## config.mk

```make
export PLATFORM = sky130hd
export DESIGN_NAME = insertion_sorter
export DESIGN_NICKNAME = d
export VERILOG_FILES = /design/src/rtl/isf_pkg.sv /design/src/rtl/isf_cell.sv /design/src/rtl/insertion_sorter.sv
export SDC_FILE = /design/constraint.sdc
export NUM_CORES = 2
export LEC_CHECK = 0
export BUFFER_PORTS_ARGS = -buffer_cell sky130_fd_sc_hd__buf_2
export CORE_UTILIZATION = 37
export CTS_CLUSTER_SIZE = 30
export DETAILED_ROUTE_END_ITERATION = 10
export GPL_TIMING_DRIVEN = 0
export HOLD_SLACK_MARGIN = 0.12
export PLACE_DENSITY_LB_ADDON = 0.25
export SETUP_SLACK_MARGIN = 0.15
export SLEW_MARGIN = 20
export SYNTH_ARGS = -nofsm -noshare
export SYNTH_HDL_FRONTEND = slang
export SYNTH_HIERARCHICAL = 1
export SYNTH_SLANG_ARGS = --single-unit
```

## constraint.sdc

```tcl
create_clock -name clk -period 7.35 [get_ports clk]
set_input_delay 1.1025 -clock clk [delete_from_list [all_inputs] [get_ports clk]]
set_output_delay 1.1025 -clock clk [all_outputs]
set_load 0.02 [all_outputs]
```

## src/rtl/isf_pkg.sv

```systemverilog
package isf_pkg;

    localparam int STORE_DEPTH = 64;
    localparam int KEY_W       = 16;
    localparam int CNT_W       = $clog2(STORE_DEPTH + 1);

    typedef struct packed {
        logic signed [KEY_W-1:0] key_in;
        logic                    list_end;
    } key_beat_t;

    typedef struct packed {
        logic signed [KEY_W-1:0] key_out;
        logic                    is_final;
        logic                    overflowed;
    } sort_beat_t;

    typedef struct packed {
        logic ins;
        logic shl;
    } cell_ctl_t;

    typedef enum logic {
        ST_COLLECT,
        ST_DUMP
    } state_t;

endpackage

```

## src/rtl/isf_cell.sv

```systemverilog
module isf_cell (
    input  logic                              clk,
    input  isf_pkg::cell_ctl_t                ctl,
    input  logic signed [isf_pkg::KEY_W-1:0]  new_key,
    input  logic                              valid,
    input  logic                              lower_valid,
    input  logic                              lower_gt,
    input  logic signed [isf_pkg::KEY_W-1:0]  lower_key,
    input  logic signed [isf_pkg::KEY_W-1:0]  upper_key,
    output logic signed [isf_pkg::KEY_W-1:0]  key,
    output logic                              gt
);
    import isf_pkg::*;

    logic signed [KEY_W-1:0] key_reg;
    logic signed [KEY_W-1:0] key_next;

    assign key = key_reg;
    assign gt  = valid && (key_reg > new_key);

    always_comb
    begin
        key_next = key_reg;
        if (ctl.ins)
        begin
            if (lower_gt)
            begin
                key_next = lower_key;
            end
            else if (gt || (!valid && lower_valid))
            begin
                key_next = new_key;
            end
        end
        else if (ctl.shl)
        begin
            key_next = upper_key;
        end
    end

    always_ff @(posedge clk)
    begin
        key_reg <= key_next;
    end

endmodule

```

## src/rtl/insertion_sorter.sv

```systemverilog
// Stable insertion sorter for signed 16-bit keys, built as a row of STORE_DEPTH cells.
// While a list is being collected one key is taken per cycle: every cell compares
// against the incoming key at once and the larger keys step up by one cell, so equal
// keys keep their arrival order. The beat flagged list_end is inserted too, and in the
// following cycles the row shifts down toward cell 0 and emits one sorted beat per
// cycle while sort_stall is low, ascending, with is_final on the last one; key_stall
// stays high after the final key until every stored key has been emitted.
// Keys arriving while all STORE_DEPTH cells are filled are dropped, and every beat of
// that list carries overflowed. A new list may be taken while the last sorted beat
// still waits in the output register.
module insertion_sorter (
    input  logic                    clk,
    input  logic                    rst_n,
    input  logic                    key_valid,
    output logic                    key_stall,
    input  isf_pkg::key_beat_t      key_beat,
    output logic                    sort_valid,
    input  logic                    sort_stall,
    output isf_pkg::sort_beat_t     sort_beat
);
    import isf_pkg::*;

    state_t                  state_reg;
    state_t                  state_next;
    logic [CNT_W-1:0]        key_count_reg;
    logic [CNT_W-1:0]        key_count_next;
    logic                    drop_reg;
    logic                    drop_next;
    logic                    out_valid_reg;
    logic                    out_valid_next;
    sort_beat_t              out_beat_reg;
    sort_beat_t              out_beat_next;

    logic                    key_acc;
    logic                    load;
    logic                    full;
    cell_ctl_t               ctl;

    logic                    cell_valid [STORE_DEPTH];
    logic                    cell_gt    [STORE_DEPTH];
    logic signed [KEY_W-1:0] cell_key   [STORE_DEPTH];

    assign key_acc   = key_valid && !key_stall;
    assign full      = (key_count_reg == CNT_W'(STORE_DEPTH));
    assign load      = (state_reg == ST_DUMP) && (!out_valid_reg || !sort_stall);
    assign ctl.ins   = key_acc && !full;
    assign ctl.shl   = load;

    assign key_stall  = (state_reg != ST_COLLECT);
    assign sort_valid = out_valid_reg;
    assign sort_beat  = out_beat_reg;

    // row of cells, cell 0 holds the smallest key
    for (genvar i = 0; i < STORE_DEPTH; i++)
    begin : g_cell
        logic                    lv;
        logic                    lg;
        logic signed [KEY_W-1:0] lk;
        logic signed [KEY_W-1:0] uk;

        assign cell_valid[i] = (key_count_reg > CNT_W'(i));

        if (i == 0)
        begin : g_first
            assign lv = 1'b1;
            assign lg = 1'b0;
            assign lk = key_beat.key_in;
        end
        else
        begin : g_mid
            assign lv = cell_valid[i-1];
            assign lg = cell_gt[i-1];
            assign lk = cell_key[i-1];
        end

        if (i == STORE_DEPTH - 1)
        begin : g_last
            assign uk = cell_key[i];
        end
        else
        begin : g_up
            assign uk = cell_key[i+1];
        end

        isf_cell u_cell (
            .clk         (clk),
            .ctl         (ctl),
            .new_key     (key_beat.key_in),
            .valid       (cell_valid[i]),
            .lower_valid (lv),
            .lower_gt    (lg),
            .lower_key   (lk),
            .upper_key   (uk),
            .key         (cell_key[i]),
            .gt          (cell_gt[i])
        );
    end

    always_comb
    begin
        state_next     = state_reg;
        key_count_next = key_count_reg;
        drop_next      = drop_reg;
        out_valid_next = out_valid_reg && sort_stall;
        out_beat_next  = out_beat_reg;
        case (state_reg)
            ST_COLLECT:
            begin
                if (key_acc)
                begin
                    if (full)
                    begin
                        drop_next = 1'b1;
                    end
                    else
                    begin
                        key_count_next = key_count_reg + CNT_W'(1);
                    end
                    if (key_beat.list_end)
                    begin
                        state_next = ST_DUMP;
                    end
                end
            end
            ST_DUMP:
            begin
                if (load)
                begin
                    out_valid_next           = 1'b1;
                    out_beat_next.key_out    = cell_key[0];
                    out_beat_next.is_final   = (key_count_reg == CNT_W'(1));
                    out_beat_next.overflowed = drop_reg;
                    key_count_next           = key_count_reg - CNT_W'(1);
                    if (key_count_reg == CNT_W'(1))
                    begin
                        drop_next  = 1'b0;
                        state_next = ST_COLLECT;
                    end
                end
            end
            default:
            begin
                state_next = ST_COLLECT;
            end
        endcase
    end

    always_ff @(posedge clk or negedge rst_n)
    begin
        if (!rst_n)
        begin
            state_reg     <= ST_COLLECT;
            key_count_reg <= '0;
            drop_reg      <= 1'b0;
            out_valid_reg <= 1'b0;
        end
        else
        begin
            state_reg     <= state_next;
            key_count_reg <= key_count_next;
            drop_reg      <= drop_next;
            out_valid_reg <= out_valid_next;
        end
    end

    always_ff @(posedge clk)
    begin
        out_beat_reg <= out_beat_next;
    end

    a_count_range: assert property (@(posedge clk) disable iff (!rst_n)
        key_count_reg <= CNT_W'(STORE_DEPTH))
        else $error("key count above store depth");

    a_dump_nonempty: assert property (@(posedge clk) disable iff (!rst_n)
        (key_acc && key_beat.list_end) |=> (state_reg == ST_DUMP && key_count_reg != '0))
        else $error("dump started with empty store");

    a_dump_done: assert property (@(posedge clk) disable iff (!rst_n)
        (load && key_count_reg == CNT_W'(1)) |=> (state_reg == ST_COLLECT && key_count_reg == '0))
        else $error("dump did not finish after last beat");

    a_row_sorted: assert property (@(posedge clk) disable iff (!rst_n)
        cell_valid[1] |-> (cell_key[0] <= cell_key[1]))
        else $error("lowest cells out of order");

endmodule

```

Yosys cells after proc, flatten, opt, wreduce, memory -nomap -nowiden. Index checks and enable logic that the tools add are counted.

Register bits after elaboration: 1052. Output and inout port bits: 20. Word-level logic and storage cells: 874.

Add/subtract/negate cells: 2. Order comparisons: 128. Equality and inequality tests: 70. Mux-type cells: 269. Bitwise logic cells: 1. Reductions and logical operators: 333.

Operators with widths (count): 16-bit 2-to-1 mux (253); 16-bit greater-than comparator (64); 7-bit by 6-bit greater-than comparator with 1-bit output, second input constant (32); 3-bit by 1-bit != test with 1-bit output, second input constant (62); 1-bit logical AND (131); 2-bit AND reduction (65); 7-bit by 5-bit greater-than comparator with 1-bit output, second input constant (16); 1-bit logical NOT (68); 1-bit logical OR (65); 7-bit by 4-bit greater-than comparator with 1-bit output, second input constant (8); 7-bit by 3-bit greater-than comparator with 1-bit output, second input constant (4); 7-bit 2-to-1 mux (3); 7-bit by 1-bit greater-than comparator with 1-bit output, second input constant (2); 7-bit by 2-bit greater-than comparator with 1-bit output, second input constant (2); 7-bit case mux with 2 select lines (1); 1-bit 2-to-1 mux (10); 7-bit by 1-bit adder with 7-bit output, second input constant (1); 7-bit by 1-bit == test with 1-bit output, second input constant (1); 7-bit == test, second input constant (1); 7-bit by 1-bit subtractor with 7-bit output, second input constant (1); 2-bit by 1-bit != test with 1-bit output, second input constant (3); 2-bit != test, second input constant (3); 1-bit case mux with 2 select lines (2); 4-bit AND reduction (1); 3 further kinds (4).

Longest topological paths before layout.
Depth in word-level cells: 7. Depth in mapped cells: 13. Depth with buffers taken out: 11.

Cells and area by module. Netlist, hierarchy kept.

Modules (own cells, without submodules): isf_cell (times used 64, cells an instance 135, area each 1281.2 µm²); insertion_sorter (times used 1, cells an instance 237, area each 1971.9 µm²).

Least setup slack after synthesis. No wires, ideal clock.

Path type: input -> register. From: input port sort_stall. To: register g_cell[0].u_cell.key_reg[0], enable pin. Setup time: 0.367 ns. Data arrival time: 3.619 ns. Required time: 6.983 ns. Path slack: 3.364 ns. Cell stages on the path: 4. Path buffers: 0. Path through: a21boi_2 > inv_1 > o21ai_0 > a21o_1.

Word-level cells in the longest chain between the ends: 5.

RTL lines: start: declaration (line insertion_sorter.sv:18) `input logic sort_stall,`; 1-bit logical NOT (line insertion_sorter.sv:45) `assign load = (state_reg == ST_DUMP) && (!out_valid_reg || !sort_stall);`; 1-bit logical OR (line insertion_sorter.sv:45); 1-bit logical AND (line insertion_sorter.sv:45); 2-bit nonzero test (no source line); 2-bit AND reduction (no source line); end signal: assignment (line isf_cell.sv:43) `key_reg <= key_next;`; end: declaration (line isf_cell.sv:15) `logic signed [KEY_W-1:0] key_reg;`.

No other way between the ends. A chain may end at the register's enable or synchronous reset.

==> reports/summary.log <==
INFO  yosys          synth.net_count=9925
INFO  cells_and_area fin_area=93000µm²
INFO  clock_network  clk-insertion-delay-late=0.78ns
INFO  global_route   first_global_vias=69898
INFO  placed_design  dp_hpwl=191mm
INFO  sta            max_slew.worst_pin.slew=1.22ns
INFO  floorplan      die_h=478µm
INFO  floorplan      design.die.area=229000µm²
INFO  setup_path     critPathLaunch=key_count_reg[1]
INFO  flow_run       drv.max_cap_violation_count=0
INFO  sta            drv_slew=0
INFO  cells_and_area final_cells=12172
INFO  pwr            power.density_cell_area=408nW/µm²
INFO  yosys          number_of_standard_cells_after_synthesis=8875
INFO  setup_path     cpMostUsedCell=sky130_fd_sc_hd__o21ai_0
INFO  yosys          synth_area_per_cell=9.46µm²
INFO  clock_network  clock_tree.buffer_depth=3
INFO  global_route   grt_pass1_wl=391mm
INFO  placed_design  io_buffers=40
INFO  sta            grt_setup_unrepaired=false
INFO  cells_and_area layout.cells.most_common=sky130_fd_sc_hd__a21oi_1
INFO  setup_path     timing.critical_path.arrival=5.06ns
INFO  detailed_routing finalWirelength=249mm
INFO  global_route   antenna_found_initial=7
INFO  clock_network  cts.htree.levels=4
INFO  setup_path     max_stage_delay=0.88ns
INFO  detailed_routing route.antenna.remaining_nets=0
INFO  sta            slew_headroom=17.6%
INFO  pwr            vdd_ir_drop_max=0.276mV
INFO  clock_network  post_cts.repair.setup_buffers=0
INFO  cells_and_area synthToLayoutAreaGrowth=10.8%
INFO  global_route   largest_net_degree_at_the_start_of_global_routing=91
INFO  clock_network  hold_fix_buffers_at_cts=0
INFO  pwr            pwr-share-clk=16.9%
INFO  cells_and_area layout_common_cells=sky130_fd_sc_hd__a21oi_1 (1350), sky130_fd_sc_hd__inv_1 (1222), sky130_fd_sc_hd__nor2_1 (1163)
INFO  setup_path     r2r_start=key_count_reg[1]
INFO  detailed_routing wl_per_cell=20.5µm
INFO  cells_and_area drive_gt1_share=5.68%
INFO  setup_path     crit_path_max_fo=16
INFO  sta            setup_total_negative_slack=0ns
INFO  cells_and_area multi_input_comb_area=46100µm²
INFO  pwr            power.switching=16.2mW
INFO  sta            final_report_hold_violation_count=0
INFO  pwr            power.share.sequential=34.5%
INFO  global_route   grt.total_usage=21.2%
INFO  clock_network  clkSinkCount=1052
INFO  pwr            internal-power=21.7mW
INFO  detailed_routing vias_per_cell=5.60
INFO  floorplan      row_count=174
INFO  cells_and_area fill_cells=22135
INFO  detailed_routing detail_route.first_pass.iterations=9
INFO  sta            report.final.setup_viol=0
INFO  status         status=complete, but fails checks
INFO  sta            worst_clock_skew=0.0275ns
INFO  floorplan      coreArea=225000µm²
INFO  status         violated_checks=design-rule violations
INFO  detailed_routing vias_after_detailed_routing=68114
INFO  placed_design  placement.cell_area=88900µm²
INFO  cells_and_area final_util=41.3%
INFO  detailed_routing drc=1
INFO  cells_and_area area.sequential=31500µm²
INFO  clock_network  numCtsBuffers=131
INFO  floorplan      fp.dieW=478µm
INFO  setup_path     critical_path_class=flop to flop
INFO  sta            share_of_the_clock_period_used_by_the_worst_path=63.4%
INFO  cells_and_area flip_flop_count_of_the_largest_register_all_copies_and_words_added=1024
INFO  sta            post-route-worst-setup-slack=2.69ns
INFO  yosys          netlist_area=84000µm²
INFO  pwr            netSwitchingFraction=42.9%
INFO  sta            finalWorstPathRequiredPeriod=4.66ns
INFO  pwr            comb_power_share=48.6%
INFO  pwr            cellLeakagePower=41.4nW
INFO  setup_path     crit_slowest_cell=sky130_fd_sc_hd__o21ai_0
INFO  placed_design  dpl.cell_count=11937
INFO  sta            max_freq=0.215GHz
INFO  setup_path     end_kind=flop
INFO  placed_design  gp_congestion=0.844
INFO  clock_network  cts.root.buffer_cell=sky130_fd_sc_hd__clkbuf_16
INFO  yosys          ys_warn_count=6
INFO  sta            whs=0.211ns
INFO  clock_network  clk_transition_reported_paths=0.05ns
INFO  hold_path      timing.hold.worst.class=primary input to asynchronous set/reset pin
INFO  placed_design  place_worst_setup_slack=2.30ns
INFO  setup_path     timing.critical_path.cells=buf_2, inv_1, ha_1, o21bai_1, and2_1, o21ai_0, o41ai_2, nor3b_1, buf_2, o21ai_0, o21ai_0, a21o_1
INFO  pwr            totalPowerFinal=37.9mW
INFO  clock_network  cts_tree=yes
INFO  cells_and_area count_of_antenna_diodes_in_the_layout=0
INFO  global_route   grt_remaining_overflow=0
INFO  setup_path     critical_path_required=7.75ns
INFO  floorplan      num_io_pins=41
INFO  clock_network  cts.repair.resized=0
INFO  detailed_routing drtIter0Drc=4745
INFO  floorplan      start_util=37.3%
INFO  setup_path     worst_setup_path_start_kind=flop
INFO  cells_and_area finalNetCount=10128
[path summary, 6_finish.rpt]
kind	slack (ns)	to	depth (start not counted)
max in group asynchronous	6.89	drop_reg	1
setup reg to reg	2.69	g_cell[58].u_cell/key[5]	12
min in group clk	0.49	sort_beat[3]	0
setup / recovery	2.69	g_cell[58].u_cell/key[5]	12
hold reg to reg	0.49	sort_beat[3]	0
hold / removal	0.21	sort_valid	1
[cell type report]
type,instances,area share (%)
Multi-Input combinational cell,6197,49.6
Sequential cell,1052,33.9
Buffer,404,1.86
Inverter,1222,4.93
Clock inverter,66,0.605
Timing Repair Buffer,70,1.26
Tap cell,2992,4.02
Clock buffer,169,3.84
[power groups by stage]
stage / Sequential, mW / Combinational (mW) / Clock (mW)
final: 13.1 / 18.4 / 6.42
after global routing: 13.4 / 20.4 / 6.79
after CTS: 13.1 / 18.3 / 6.58
after detailed placement: 13.2 / 18.2 / 0
after global placement: 13.2 / 17.5 / 0
after floorplan: 11.9 / 13.8 / 0
[routing by layer]
metal  track usage, %  part of all wire [%]  vias up
met4             6.15                   2.4        0
met2             35.9                    47     1533
met1             28.3                    46    33616
li1                 -                     -    32592
met5                0                     0        -
met3             2.39                   4.1      373
[critical path, delay by kind of cell (launching register included)]
kind                       cells  cell delay [ns]
AOI/OAI and AO/OA              6             2.25
adders and majority gates      1             0.29
buffers and inverters          3             0.70
DFF                            1             0.52
and+or+nand+nor                2             0.51
Power figures use the tool's default switching activity.
